--- src/sv/cpi_pkg.sv ---
// Shared types, widths and constants of the cascaded angle/rate PI controller.
`timescale 1ns / 1ps
package cpi_pkg;

	// Field widths
	localparam int ANG_W     = 16;
	localparam int GAIN_W    = 16;
	localparam int TICK_W    = 16;
	localparam int DRIVE_W   = 24;
	localparam int CFG_IDX_W = 3;

	// Fixed point
	localparam int GAIN_FRAC = 8;
	localparam int ERR_W     = ANG_W + 1;
	localparam int DR_W      = ERR_W + GAIN_W - GAIN_FRAC;
	localparam int RE_W      = DR_W + 1;
	localparam int RP_W      = RE_W + GAIN_W - GAIN_FRAC;
	localparam int INC_W     = 42;

	// Integrator width default
	localparam int INTEGRATOR_WIDTH_DEF = 32;

	// Serial multiplier: signed multiplicand by signed multiplier, one multiplier bit a cycle
	localparam int MUL_MW = 42;
	localparam int MUL_NW = RE_W;
	localparam int MUL_PW = MUL_MW + MUL_NW;
	localparam int MUL_CW = $clog2(MUL_NW);

	// Serial divider by the tick rate, one quotient bit a cycle
	localparam int DIV_W  = 58;
	localparam int DIV_D  = 1000000 / 16;
	localparam int DIV_RW = $clog2(DIV_D) + 1;
	localparam int DIV_CW = $clog2(DIV_W);

	// Drive limits
	localparam int DRIVE_MAX = (1 << (DRIVE_W - 1)) - 1;
	localparam int DRIVE_MIN = -(1 << (DRIVE_W - 1));

	// Register reset values
	localparam logic signed [GAIN_W-1:0] TARGET_ANGLE_RST = 16'sd0;
	localparam logic signed [GAIN_W-1:0] ANGLE_P_GAIN_RST = 16'sd256;
	localparam logic signed [GAIN_W-1:0] ANGLE_I_GAIN_RST = 16'sd0;
	localparam logic signed [GAIN_W-1:0] RATE_P_GAIN_RST  = 16'sd154;
	localparam logic signed [GAIN_W-1:0] RATE_I_GAIN_RST  = 16'sd77;

	// Register indexes
	typedef enum logic [CFG_IDX_W-1:0] {
		REG_TARGET_ANGLE,
		REG_ANGLE_P_GAIN,
		REG_ANGLE_I_GAIN,
		REG_RATE_P_GAIN,
		REG_RATE_I_GAIN
	} cfg_reg_t;

	// Channel payloads
	typedef struct packed {
		logic signed [ANG_W-1:0] measured_angle;
		logic signed [ANG_W-1:0] measured_rate;
		logic [TICK_W-1:0]       elapsed_ticks;
	} sample_t;

	typedef struct packed {
		logic signed [DRIVE_W-1:0] drive;
		logic                      saturated;
	} result_t;

	typedef struct packed {
		logic [CFG_IDX_W-1:0] index;
		logic [GAIN_W-1:0]    value;
	} cfg_write_t;

endpackage

--- src/sv/cpi_stream_if.sv ---
// Valid/ready channel carrying one payload item per transfer.
`timescale 1ns / 1ps
interface cpi_stream_if #(
	parameter type payload_t = logic
) ();
	logic     valid;
	logic     ready;
	payload_t data;

	modport source (output valid, output data, input ready);
	modport sink (input valid, input data, output ready);
endinterface

--- src/sv/cascaded_angle_rate_pi_controller_core.sv ---
// Top level of the cascaded angle/rate PI controller for one axis.
`timescale 1ns / 1ps
// The core takes a new sample only when idle, once the previous result has entered the
// result register. One serial multiplier (six products) and one serial divider by 62500
// (two quotients) run one after the other, followed by the integrator and drive
// updates.
// Reset: gains and set point take their reset values, both integrators clear to zero.
module cascaded_angle_rate_pi_controller_core import cpi_pkg::*; #(
	parameter int INTEGRATOR_WIDTH = INTEGRATOR_WIDTH_DEF
) (
	input  logic         clk,
	input  logic         arst_n,
	cpi_stream_if.sink   sample,
	cpi_stream_if.source result,
	cpi_stream_if.sink   cfg
);

	localparam int IW   = INTEGRATOR_WIDTH;
	localparam int SUMW = ((IW > INC_W) ? IW : INC_W) + 1;
	localparam int DSW  = (((IW - GAIN_FRAC) > RP_W) ? (IW - GAIN_FRAC) : RP_W) + 1;
	localparam longint IMAX_L = (64'sd1 <<< (IW - 1)) - 64'sd1;
	localparam logic signed [SUMW-1:0] IMAX = SUMW'(IMAX_L);
	localparam logic signed [SUMW-1:0] IMIN = -IMAX - SUMW'(1);
	localparam logic signed [DSW-1:0]  DMAX = DSW'(DRIVE_MAX);
	localparam logic signed [DSW-1:0]  DMIN = DSW'(DRIVE_MIN);

	typedef enum logic [3:0] {
		ST_IDLE,
		ST_DR,
		ST_AIE,
		ST_AIT,
		ST_DIVA,
		ST_RP,
		ST_RIE,
		ST_RIT,
		ST_DIVR,
		ST_SUM,
		ST_DRV,
		ST_DONE
	} state_t;

	state_t state_q;

	// Configuration registers
	logic signed [GAIN_W-1:0] target_q;
	logic signed [GAIN_W-1:0] apg_q;
	logic signed [GAIN_W-1:0] aig_q;
	logic signed [GAIN_W-1:0] rpg_q;
	logic signed [GAIN_W-1:0] rig_q;

	// Integrators
	logic signed [IW-1:0] ai_q;
	logic signed [IW-1:0] ri_q;

	// Working registers
	logic signed [ERR_W-1:0]   ae_q;
	logic signed [ANG_W-1:0]   rate_q;
	logic [TICK_W-1:0]         ticks_q;
	logic signed [DR_W-1:0]    dr_q;
	logic signed [RE_W-1:0]    re_q;
	logic signed [RP_W-1:0]    rp_q;
	logic signed [IW:0]        isum_q;
	logic                      sat_q;
	logic signed [DRIVE_W-1:0] drive_q;

	// Result register
	logic                      res_valid_q;
	logic signed [DRIVE_W-1:0] res_drive_q;
	logic                      res_sat_q;

	// Arithmetic unit controls
	logic                     mul_start_q;
	logic signed [MUL_MW-1:0] mcand_q;
	logic signed [MUL_NW-1:0] mplier_q;
	logic                     div_start_q;
	logic signed [DIV_W-1:0]  dividend_q;
	logic                     mul_done;
	logic signed [MUL_PW-1:0] mul_prod;
	logic                     div_done;
	logic signed [DIV_W-1:0]  div_quot;

	// Combinational helpers
	logic signed [ERR_W-1:0] ae_c;
	logic signed [IW-1:0]    integ_c;
	logic signed [INC_W-1:0] inc_c;
	logic signed [SUMW-1:0]  acc_c;
	logic signed [IW-1:0]    clamp_c;
	logic                    clip_c;
	logic signed [DSW-1:0]   dsum_c;
	logic signed [DRIVE_W-1:0] dclamp_c;
	logic                    dclip_c;

	cpi_mul u_mul (
		.clk     (clk),
		.arst_n  (arst_n),
		.start   (mul_start_q),
		.mcand   (mcand_q),
		.mplier  (mplier_q),
		.done    (mul_done),
		.product (mul_prod)
	);

	cpi_div u_div (
		.clk      (clk),
		.arst_n   (arst_n),
		.start    (div_start_q),
		.dividend (dividend_q),
		.done     (div_done),
		.quotient (div_quot)
	);

	// Take register writes at any time
	assign cfg.ready = 1'b1;
	always_ff @(posedge clk or negedge arst_n) begin
		if (!arst_n) begin
			target_q <= TARGET_ANGLE_RST;
			apg_q    <= ANGLE_P_GAIN_RST;
			aig_q    <= ANGLE_I_GAIN_RST;
			rpg_q    <= RATE_P_GAIN_RST;
			rig_q    <= RATE_I_GAIN_RST;
		end else if (cfg.valid) begin
			case (cfg.data.index)
				REG_TARGET_ANGLE: target_q <= cfg.data.value;
				REG_ANGLE_P_GAIN: apg_q    <= cfg.data.value;
				REG_ANGLE_I_GAIN: aig_q    <= cfg.data.value;
				REG_RATE_P_GAIN:  rpg_q    <= cfg.data.value;
				REG_RATE_I_GAIN:  rig_q    <= cfg.data.value;
				default: ;
			endcase
		end
	end

	// Angle error of the incoming sample
	assign ae_c = ERR_W'(target_q) - ERR_W'(sample.data.measured_angle);

	// Add the increment to the integrator being updated and clamp it
	assign integ_c = (state_q == ST_DIVA) ? ai_q : ri_q;
	assign inc_c   = $signed(div_quot[INC_W-1:0]);
	assign acc_c   = SUMW'(integ_c) + SUMW'(inc_c);
	always_comb begin
		clip_c  = 1'b0;
		clamp_c = IW'(acc_c);
		if (acc_c > IMAX) begin
			clip_c  = 1'b1;
			clamp_c = IW'(IMAX);
		end else if (acc_c < IMIN) begin
			clip_c  = 1'b1;
			clamp_c = IW'(IMIN);
		end
	end

	// Drive: inner P term plus the floored integrator sum, clamped
	assign dsum_c = DSW'(rp_q) + DSW'(isum_q >>> GAIN_FRAC);
	always_comb begin
		dclip_c  = 1'b0;
		dclamp_c = DRIVE_W'(dsum_c);
		if (dsum_c > DMAX) begin
			dclip_c  = 1'b1;
			dclamp_c = DRIVE_W'(DMAX);
		end else if (dsum_c < DMIN) begin
			dclip_c  = 1'b1;
			dclamp_c = DRIVE_W'(DMIN);
		end
	end

	assign sample.ready       = (state_q == ST_IDLE);
	assign result.valid       = res_valid_q;
	assign result.data.drive     = res_drive_q;
	assign result.data.saturated = res_sat_q;

	// Step sequencer
	always_ff @(posedge clk or negedge arst_n) begin
		if (!arst_n) begin
			state_q     <= ST_IDLE;
			ai_q        <= '0;
			ri_q        <= '0;
			ae_q        <= '0;
			rate_q      <= '0;
			ticks_q     <= '0;
			dr_q        <= '0;
			re_q        <= '0;
			rp_q        <= '0;
			isum_q      <= '0;
			sat_q       <= 1'b0;
			drive_q     <= '0;
			res_valid_q <= 1'b0;
			res_drive_q <= '0;
			res_sat_q   <= 1'b0;
			mul_start_q <= 1'b0;
			mcand_q     <= '0;
			mplier_q    <= '0;
			div_start_q <= 1'b0;
			dividend_q  <= '0;
		end else begin
			mul_start_q <= 1'b0;
			div_start_q <= 1'b0;
			// Drop the result once its transfer completes
			if (res_valid_q && result.ready && state_q != ST_DONE) begin
				res_valid_q <= 1'b0;
			end
			case (state_q)
				ST_IDLE: begin
					if (sample.valid) begin
						ae_q        <= ae_c;
						rate_q      <= sample.data.measured_rate;
						ticks_q     <= sample.data.elapsed_ticks;
						sat_q       <= 1'b0;
						mcand_q     <= MUL_MW'(ae_c);
						mplier_q    <= MUL_NW'(apg_q);
						mul_start_q <= 1'b1;
						state_q     <= ST_DR;
					end
				end
				ST_DR: begin
					if (mul_done) begin
						dr_q        <= mul_prod[ERR_W+GAIN_W-1:GAIN_FRAC];
						mcand_q     <= MUL_MW'(ae_q);
						mplier_q    <= MUL_NW'(aig_q);
						mul_start_q <= 1'b1;
						state_q     <= ST_AIE;
					end
				end
				ST_AIE: begin
					if (mul_done) begin
						re_q        <= RE_W'(dr_q) - RE_W'(rate_q);
						mcand_q     <= mul_prod[MUL_MW-1:0];
						mplier_q    <= MUL_NW'(ticks_q);
						mul_start_q <= 1'b1;
						state_q     <= ST_AIT;
					end
				end
				ST_AIT: begin
					if (mul_done) begin
						dividend_q  <= mul_prod[DIV_W-1:0];
						div_start_q <= 1'b1;
						state_q     <= ST_DIVA;
					end
				end
				ST_DIVA: begin
					if (div_done) begin
						ai_q        <= clamp_c;
						sat_q       <= sat_q | clip_c;
						mcand_q     <= MUL_MW'(re_q);
						mplier_q    <= MUL_NW'(rpg_q);
						mul_start_q <= 1'b1;
						state_q     <= ST_RP;
					end
				end
				ST_RP: begin
					if (mul_done) begin
						rp_q        <= mul_prod[RE_W+GAIN_W-1:GAIN_FRAC];
						mcand_q     <= MUL_MW'(re_q);
						mplier_q    <= MUL_NW'(rig_q);
						mul_start_q <= 1'b1;
						state_q     <= ST_RIE;
					end
				end
				ST_RIE: begin
					if (mul_done) begin
						mcand_q     <= mul_prod[MUL_MW-1:0];
						mplier_q    <= MUL_NW'(ticks_q);
						mul_start_q <= 1'b1;
						state_q     <= ST_RIT;
					end
				end
				ST_RIT: begin
					if (mul_done) begin
						dividend_q  <= mul_prod[DIV_W-1:0];
						div_start_q <= 1'b1;
						state_q     <= ST_DIVR;
					end
				end
				ST_DIVR: begin
					if (div_done) begin
						ri_q    <= clamp_c;
						sat_q   <= sat_q | clip_c;
						state_q <= ST_SUM;
					end
				end
				ST_SUM: begin
					isum_q  <= (IW + 1)'(ai_q) + (IW + 1)'(ri_q);
					state_q <= ST_DRV;
				end
				ST_DRV: begin
					drive_q <= dclamp_c;
					sat_q   <= sat_q | dclip_c;
					state_q <= ST_DONE;
				end
				ST_DONE: begin
					// Hold until the result register is free
					if (!res_valid_q || result.ready) begin
						res_valid_q <= 1'b1;
						res_drive_q <= drive_q;
						res_sat_q   <= sat_q;
						state_q     <= ST_IDLE;
					end
				end
				default: begin
					state_q <= ST_IDLE;
				end
			endcase
		end
	end

	// An accepted sample starts the first product at once
	assert property (@(posedge clk) disable iff (!arst_n)
		sample.valid && sample.ready |=> mul_start_q)
		else $error("multiplier not started after sample transfer");

	// A finished product arrives only while the sequencer waits for one
	assert property (@(posedge clk) disable iff (!arst_n)
		mul_done |-> (state_q == ST_DR || state_q == ST_AIE || state_q == ST_AIT ||
			state_q == ST_RP || state_q == ST_RIE || state_q == ST_RIT))
		else $error("product finished outside a multiply wait");

	// A finished quotient arrives only while the sequencer waits for one
	assert property (@(posedge clk) disable iff (!arst_n)
		div_done |-> (state_q == ST_DIVA || state_q == ST_DIVR))
		else $error("quotient finished outside a divide wait");

	// A pending result is never overwritten
	assert property (@(posedge clk) disable iff (!arst_n)
		state_q == ST_DONE && res_valid_q && !result.ready |=>
			state_q == ST_DONE && $stable(res_drive_q))
		else $error("result register overwritten before transfer");

endmodule

--- src/sv/cpi_mul.sv ---
// Bit-serial signed shift-add multiplier, one multiplier bit per cycle.
`timescale 1ns / 1ps
module cpi_mul import cpi_pkg::*; (
	input  logic                     clk,
	input  logic                     arst_n,
	input  logic                     start,
	input  logic signed [MUL_MW-1:0] mcand,
	input  logic signed [MUL_NW-1:0] mplier,
	output logic                     done,
	output logic signed [MUL_PW-1:0] product
);

	logic signed [MUL_MW-1:0] mcand_q;
	logic signed [MUL_MW:0]   acc_q;
	logic [MUL_NW-1:0]        low_q;
	logic [MUL_CW-1:0]        cnt_q;
	logic                     busy_q;
	logic                     done_q;

	logic                     last;
	logic signed [MUL_MW:0]   addend;
	logic signed [MUL_MW:0]   sum;

	// Add or, on the sign bit of the multiplier, subtract the multiplicand
	assign last   = (cnt_q == MUL_CW'(MUL_NW - 1));
	assign addend = (MUL_MW + 1)'(mcand_q);
	always_comb begin
		if (!low_q[0]) begin
			sum = acc_q;
		end else if (last) begin
			sum = acc_q - addend;
		end else begin
			sum = acc_q + addend;
		end
	end

	// Sequence the steps
	always_ff @(posedge clk or negedge arst_n) begin
		if (!arst_n) begin
			busy_q <= 1'b0;
			done_q <= 1'b0;
			cnt_q  <= '0;
		end else begin
			done_q <= 1'b0;
			if (start) begin
				busy_q <= 1'b1;
				cnt_q  <= '0;
			end else if (busy_q) begin
				cnt_q <= cnt_q + 1'b1;
				if (last) begin
					busy_q <= 1'b0;
					done_q <= 1'b1;
				end
			end
		end
	end

	// Shift the partial product right one bit per step
	always_ff @(posedge clk) begin
		if (start) begin
			mcand_q <= mcand;
			acc_q   <= '0;
			low_q   <= mplier;
		end else if (busy_q) begin
			acc_q <= {sum[MUL_MW], sum[MUL_MW:1]};
			low_q <= {sum[0], low_q[MUL_NW-1:1]};
		end
	end

	assign done    = done_q;
	assign product = {acc_q[MUL_MW-1:0], low_q};

endmodule

--- src/sv/cpi_div.sv ---
// Bit-serial floor division of a signed value by the tick rate.
`timescale 1ns / 1ps
module cpi_div import cpi_pkg::*; (
	input  logic                    clk,
	input  logic                    arst_n,
	input  logic                    start,
	input  logic signed [DIV_W-1:0] dividend,
	output logic                    done,
	output logic signed [DIV_W-1:0] quotient
);

	logic [DIV_W-1:0]  q_q;
	logic [DIV_RW-1:0] rem_q;
	logic [DIV_CW-1:0] cnt_q;
	logic              neg_q;
	logic              busy_q;
	logic              fix_q;
	logic              done_q;
	logic [DIV_W-1:0]  quot_q;

	logic [DIV_RW-1:0] trial;
	logic              fits;
	logic              last;
	logic [DIV_W-1:0]  mag;
	logic [DIV_W-1:0]  q_up;

	// Restoring step: bring down the next dividend bit and try the subtract
	assign trial = {rem_q[DIV_RW-2:0], q_q[DIV_W-1]};
	assign fits  = (trial >= DIV_RW'(DIV_D));
	assign last  = (cnt_q == DIV_CW'(DIV_W - 1));
	assign mag   = dividend[DIV_W-1] ? DIV_W'(-dividend) : DIV_W'(dividend);
	assign q_up  = q_q + DIV_W'(rem_q != '0);

	// Sequence the steps and the sign fix
	always_ff @(posedge clk or negedge arst_n) begin
		if (!arst_n) begin
			busy_q <= 1'b0;
			fix_q  <= 1'b0;
			done_q <= 1'b0;
			cnt_q  <= '0;
		end else begin
			done_q <= 1'b0;
			fix_q  <= 1'b0;
			if (start) begin
				busy_q <= 1'b1;
				cnt_q  <= '0;
			end else if (busy_q) begin
				cnt_q <= cnt_q + 1'b1;
				if (last) begin
					busy_q <= 1'b0;
					fix_q  <= 1'b1;
				end
			end else if (fix_q) begin
				done_q <= 1'b1;
			end
		end
	end

	// Work on the magnitude, round a negative quotient toward minus infinity
	always_ff @(posedge clk) begin
		if (start) begin
			neg_q <= dividend[DIV_W-1];
			q_q   <= mag;
			rem_q <= '0;
		end else if (busy_q) begin
			rem_q <= fits ? trial - DIV_RW'(DIV_D) : trial;
			q_q   <= {q_q[DIV_W-2:0], fits};
		end
		if (fix_q) begin
			quot_q <= neg_q ? -q_up : q_q;
		end
	end

	assign done     = done_q;
	assign quotient = quot_q;

endmodule

--- src/flat_wrapper.sv ---
// flat-port wrapper written by rule: the top's interface ports become plain ports
module cascaded_angle_rate_pi_controller_core_flat import cpi_pkg::*;
#(
	parameter int INTEGRATOR_WIDTH = INTEGRATOR_WIDTH_DEF
)
  (clk, arst_n, sample_valid, sample_data, sample_ready, result_valid, result_data, result_ready, cfg_valid, cfg_data, cfg_ready);
  cpi_stream_if #(.payload_t(sample_t)) sample_i ();
  cpi_stream_if #(.payload_t(result_t)) result_i ();
  cpi_stream_if #(.payload_t(cfg_write_t)) cfg_i ();
  input  logic clk;
  input  logic arst_n;
  input wire logic [$bits(sample_i.valid)-1:0] sample_valid;
  input wire logic [$bits(sample_i.data)-1:0] sample_data;
  output wire logic [$bits(sample_i.ready)-1:0] sample_ready;
  output wire logic [$bits(result_i.valid)-1:0] result_valid;
  output wire logic [$bits(result_i.data)-1:0] result_data;
  input wire logic [$bits(result_i.ready)-1:0] result_ready;
  input wire logic [$bits(cfg_i.valid)-1:0] cfg_valid;
  input wire logic [$bits(cfg_i.data)-1:0] cfg_data;
  output wire logic [$bits(cfg_i.ready)-1:0] cfg_ready;
  assign sample_i.valid = sample_valid;
  assign sample_i.data = sample_data;
  assign sample_ready = sample_i.ready;
  assign result_valid = result_i.valid;
  assign result_data = result_i.data;
  assign result_i.ready = result_ready;
  assign cfg_i.valid = cfg_valid;
  assign cfg_i.data = cfg_data;
  assign cfg_ready = cfg_i.ready;
  cascaded_angle_rate_pi_controller_core #(.INTEGRATOR_WIDTH(INTEGRATOR_WIDTH)) u_core (.clk(clk), .arst_n(arst_n), .sample(sample_i), .result(result_i), .cfg(cfg_i));
endmodule
--- config.mk ---
export PLATFORM = sky130hd
export DESIGN_NAME = cascaded_angle_rate_pi_controller_core_flat
export DESIGN_NICKNAME = d
export VERILOG_FILES = /design/src/sv/cpi_pkg.sv /design/src/sv/cpi_stream_if.sv /design/src/sv/cascaded_angle_rate_pi_controller_core.sv /design/src/sv/cpi_mul.sv /design/src/sv/cpi_div.sv /design/src/flat_wrapper.sv
export SDC_FILE = /design/constraint.sdc
export NUM_CORES = 2
export LEC_CHECK = 0
export BUFFER_PORTS_ARGS = -buffer_cell sky130_fd_sc_hd__buf_2
export CORE_ASPECT_RATIO = 0.9
export CORE_MARGIN = 2
export CORE_UTILIZATION = 40
export CTS_BUF_LIST = sky130_fd_sc_hd__clkbuf_4
export CTS_CLUSTER_DIAMETER = 60
export DETAILED_ROUTE_END_ITERATION = 10
export PLACE_DENSITY = 0.61
export SLEW_MARGIN = 20
export SYNTH_ARGS = -nofsm -noshare
export SYNTH_HDL_FRONTEND = slang
export SYNTH_SLANG_ARGS = --single-unit
--- constraint.sdc ---
create_clock -name clk -period 6.9 [get_ports clk]
set_input_delay 0.69 -clock clk [delete_from_list [all_inputs] [get_ports clk]]
set_output_delay 0.69 -clock clk [all_outputs]
set_load 0.1 [all_outputs]
==> flow_metrics.py <==
metrics = {
    "detailed_routing": {
        "ant_nets": 0,
        "drc": 0,
        "vias_per_cell": 5.58,
        "wl_per_cell_um": 19.2,
        "drt-pass1-iter-count": 6,
        "drtIter0Drc": 2466,
        "routed_wl_mm": 119,
        "num_vias": 34500,
    },
    "critical_path": {
        "critPathBufInv": 3,
        "arrival_ns": 7.09,
        "slowest_delay_ns": 0.75,
        "crit_fanout": 31,
        "critPathKind": "reg -> reg",
        "crit_path_frequent_cell": "buf_4",
        "path_depth": 19,
        "crit_family": "compound AO/OA/AOI/OAI gates",
        "cp-end-kind": "flip-flop",
        "reg2regPathDepth": 19,
        "cp_cell_sequence": "buf_4 > nand2b_1 > nor3_2 > buf_4 > mux2_2 > ha_1 > fa_1 > a21o_1 > a221oi_1 > o21ai_0 > a311oi_1 > nor3_1 > nor4_1 > o31ai_1 > nor4_1 > nand4_1 > a21boi_2 > buf_4 > a21oi_1",
        "cp_slowest_cell": "a311oi_1",
        "critical_path_required_ns": 7.82,
        "reg2reg_from": "u_core.state_q[3]$_DFFE_PN0P_",
        "rrSetupSlack_ns": 0.73,
        "r2r_end": "u_core.ri_q[16]$_DFFE_PN0P_",
        "startpoint_type": "flip-flop",
    },
    "place": {
        "pre_cts_slack_ns": 0.890,
        "dp.final_hpwl_mm": 85.7,
        "port_buffers": 98,
        "gp_congestion": 0.911,
    },
    "global_route": {
        "grt_max_degree": 160,
        "antenna_found_initial": 4,
        "first_global_vias": 33400,
        "overflow": 0,
        "track_usage": 0.220,
        "grt_pass1_wl_mm": 189,
    },
    "layout": {
        "ff_latch_area_um2": 18600,
        "fillers": 10200,
        "multi_input_area_um2": 22600,
        "drive_above_1_share": 0.161,
        "fin_nets": 4952,
        "syn2layout_area_growth_pct": 12.1,
    },
    "sta": {
        "setup_violations": 0,
        "tightest_slew_ns": 1.04,
        "slew_headroom": 0.304,
        "hold_ws_ns": 0.110,
        "final_max_slew_viol_count": 0,
        "fin_skew_ns": 0.0863,
        "fmax_mhz": 162,
        "rsz0062_at_grt": "no",
        "fin_crit_sh": 0.894,
        "hold_viol_final": 0,
        "period_needed_ns": 6.17,
        "fin_ws_ns": 0.731,
        "setup_tns_ns": 0,
    },
    "cts": {
        "clk_pin_slew_worst_paths_ns": 0.07,
        "clkLatencyLatePin_ns": 1.15,
        "cts_tree": "built",
        "clock_path_buffers": 3,
        "post_cts_resized": 0,
        "cts_setup_buffers": 0,
        "clock_sinks": 721,
        "cts_root_buffer": "clkbuf_4",
        "cts_buffers": 195,
        "h-tree-depth": 4,
    },
    "synth": {
        "seq_area_frac_synth": 0.438,
        "syn_inst": 4441,
        "async_flop_share": 0.684,
        "ys_types": 89,
        "synthFlopType": "dfrtp_1",
        "synth_warnings": 0,
        "synth-edff-count": 169,
        "avgSynthCellArea_um2": 9.56,
        "syn_nets": 4762,
        "synth_area_um2": 42500,
        "synth_seq_cells": 721,
    },
    "outcome": {
        "status": "completed",
    },
    "flow_run": {
        "drv_cap": 0,
    },
    "floorplanning": {
        "fp.coreArea_um2": 105000,
        "rows": 113,
        "die_height_um": 313,
        "die_x_um": 347,
        "start_util": 0.403,
        "die_area_um2": 109000,
        "pin_count": 100,
    },
    "power": {
        "powerDensity_nw_per_um2": 190,
        "ir_worst_vdd_uv": 155,
        "p_leak_nw": 21.3,
    },
    "hold_path": {
        "hp-class": "in -> async",
    },
}
where the power goes:
part | total [mW] | switching [mW] | internal, mW
sequential | 4.50 | 0.0511 | 4.45
clock | 4.06 | 1.91 | 2.15
combinational | 0.463 | 0.248 | 0.215
placed cells by master (no fill, tap or decap), types with 22 or more instances in the layout:
master | synthesis | final
clkinv_1 | 0 | 41
mux2i_1 | 44 | 44
o211ai_1 | 23 | 23
o21bai_1 | 33 | 32
clkbuf_4 | 0 | 299
mux2_2 | 246 | 246
nand2b_1 | 34 | 34
dfxtp_1 | 59 | 59
a221oi_1 | 24 | 24
nor2b_1 | 22 | 22
o31ai_1 | 34 | 34
nand3_1 | 57 | 56
xor2_1 | 155 | 155
buf_2 | 2 | 97
o21a_1 | 22 | 22
a21o_1 | 114 | 114
buf_4 | 2 | 40
a21oi_1 | 340 | 339
dlygate4sd3_1 | 0 | 54
edfxtp_1 | 169 | 169
or3_1 | 31 | 31
nand2_1 | 531 | 530
dfrtp_1 | 484 | 479
a22oi_1 | 30 | 30
o21ai_0 | 294 | 294
xnor2_1 | 139 | 139
nand4_1 | 31 | 31
inv_1 | 152 | 151
ha_1 | 244 | 244
nor2_1 | 406 | 404
nor4_1 | 24 | 24
nor3_1 | 67 | 63
a211oi_1 | 57 | 57
a31oi_1 | 77 | 77
and3_1 | 28 | 28
worst max path at each step:
stage | startpoint | endpoint
after floorplan | u_core.state_q[1]$_DFFE_PN0P_ | u_core.mcand_q[39]$_DFFE_PN0P_
after global placement | u_core.state_q[3]$_DFFE_PN0P_ | u_core.ai_q[17]$_DFFE_PN0P_
after detailed placement | u_core.state_q[3]$_DFFE_PN0P_ | u_core.ai_q[26]$_DFFE_PN0P_
after CTS | u_core.state_q[3]$_DFFE_PN0P_ | u_core.ai_q[17]$_DFFE_PN0P_
after global routing | u_core.state_q[3]$_DFFE_PN0P_ | u_core.ri_q[16]$_DFFE_PN0P_
final | u_core.state_q[3]$_DFFE_PN0P_ | u_core.ri_q[16]$_DFFE_PN0P_
what timing repair did:
action / 4_1_cts / 5_1_grt
hold buffers: 54 / 0
setup endpoints to repair: 0 / 0
hold endpoints to repair: 222 / 0
worst register-to-register path: cells and delay by family (launching register included):
kind                       cells  cell delay, ns
AOI/OAI and AO/OA              7            2.15
and+or+nand+nor                6            1.54
buffers and inverters          3            0.91
adders and majority gates      2            0.64
muxes                          1            0.38
DFF                            1            0.36
cells in the mapped netlist, drive strengths merged (31+ instances only):
cell type	instances	area (µm²)
nand2	531	1990
dfrtp	484	12100
nor2	406	1520
a21oi	340	1700
o21ai	298	1490
mux2	246	2770
ha	244	3050
clkbuf	179	672
edfxtp	169	5070
xor2	155	1360
inv	153	574
xnor2	139	1220
a21o	114	856
a31oi	77	482
nor3	69	362
dfxtp	59	1180
nand3	58	295
a211oi	57	428
mux2i	44	440
o31ai	36	298
nand2b	34	213
o21bai	33	248
or3	33	216
nand4	31	194
cell families after synthesis:
| family | after synthesis | share of synthesized area |
|---|---|---|
| AO/OA/AOI/OAI | 1200 | 0.178 |
| XOR/XNOR | 294 | 0.0607 |
| adder cells (fa/ha/maj) | 249 | 0.0743 |
| buffers and inverters | 356 | 0.0319 |
| flip-flops | 721 | 0.438 |
| multiplexers | 290 | 0.0756 |
| other | 1 | 0.0000883 |
| AND/OR/NAND/NOR | 1330 | 0.141 |
layer usage:
| metal | track usage | part of all wire | vias up |
|---|---|---|---|
| met5 | 0 | 0.00011 | - |
| met1 | 0.314 | 0.47 | 16800 |
| met3 | 0.0361 | 0.057 | 154 |
| li1 | - | - | 16600 |
| met2 | 0.343 | 0.45 | 969 |
| met4 | 0.0641 | 0.020 | 2 |
stage by stage:
step / power (mW) / area, µm² / util / std cells
floorplan: 4.85 / 42500 / - / 4441
global placement: 5.01 / 44300 / 0.421 / 5760
detailed placement: 5.03 / 44300 / 0.421 / 5760
CTS: 9.15 / 47600 / 0.452 / 6180
global route: 9.46 / 47600 / 0.452 / 6190
finish: 9.02 / 47600 / 0.452 / 6190
flip-flops by register name, summed over array words and instances, names as in the netlist, 34 cells and up:
signal	flops
u_core.dividend_q	58
u_core.mcand_q	42
u_core.u_div.quotient	42
u_core.u_div.q_q	58
u_core.rp_q	34
u_core.u_mul.mcand_q	42
u_core.u_mul.acc_q	42
cell type report:
| class | instances | share of cell area |
|---|---|---|
| Timing Repair Buffer | 196 | 0.0295 |
| Multi-Input combinational cell | 3364 | 0.474 |
| Inverter | 153 | 0.0121 |
| Clock inverter | 67 | 0.00922 |
| Sequential cell | 721 | 0.391 |
| Tap cell | 1380 | 0.0363 |
| Clock buffer | 299 | 0.0471 |
| Antenna cell | 10 | 0.000526 |
No activity file was read; power rests on OpenSTA's default activity.
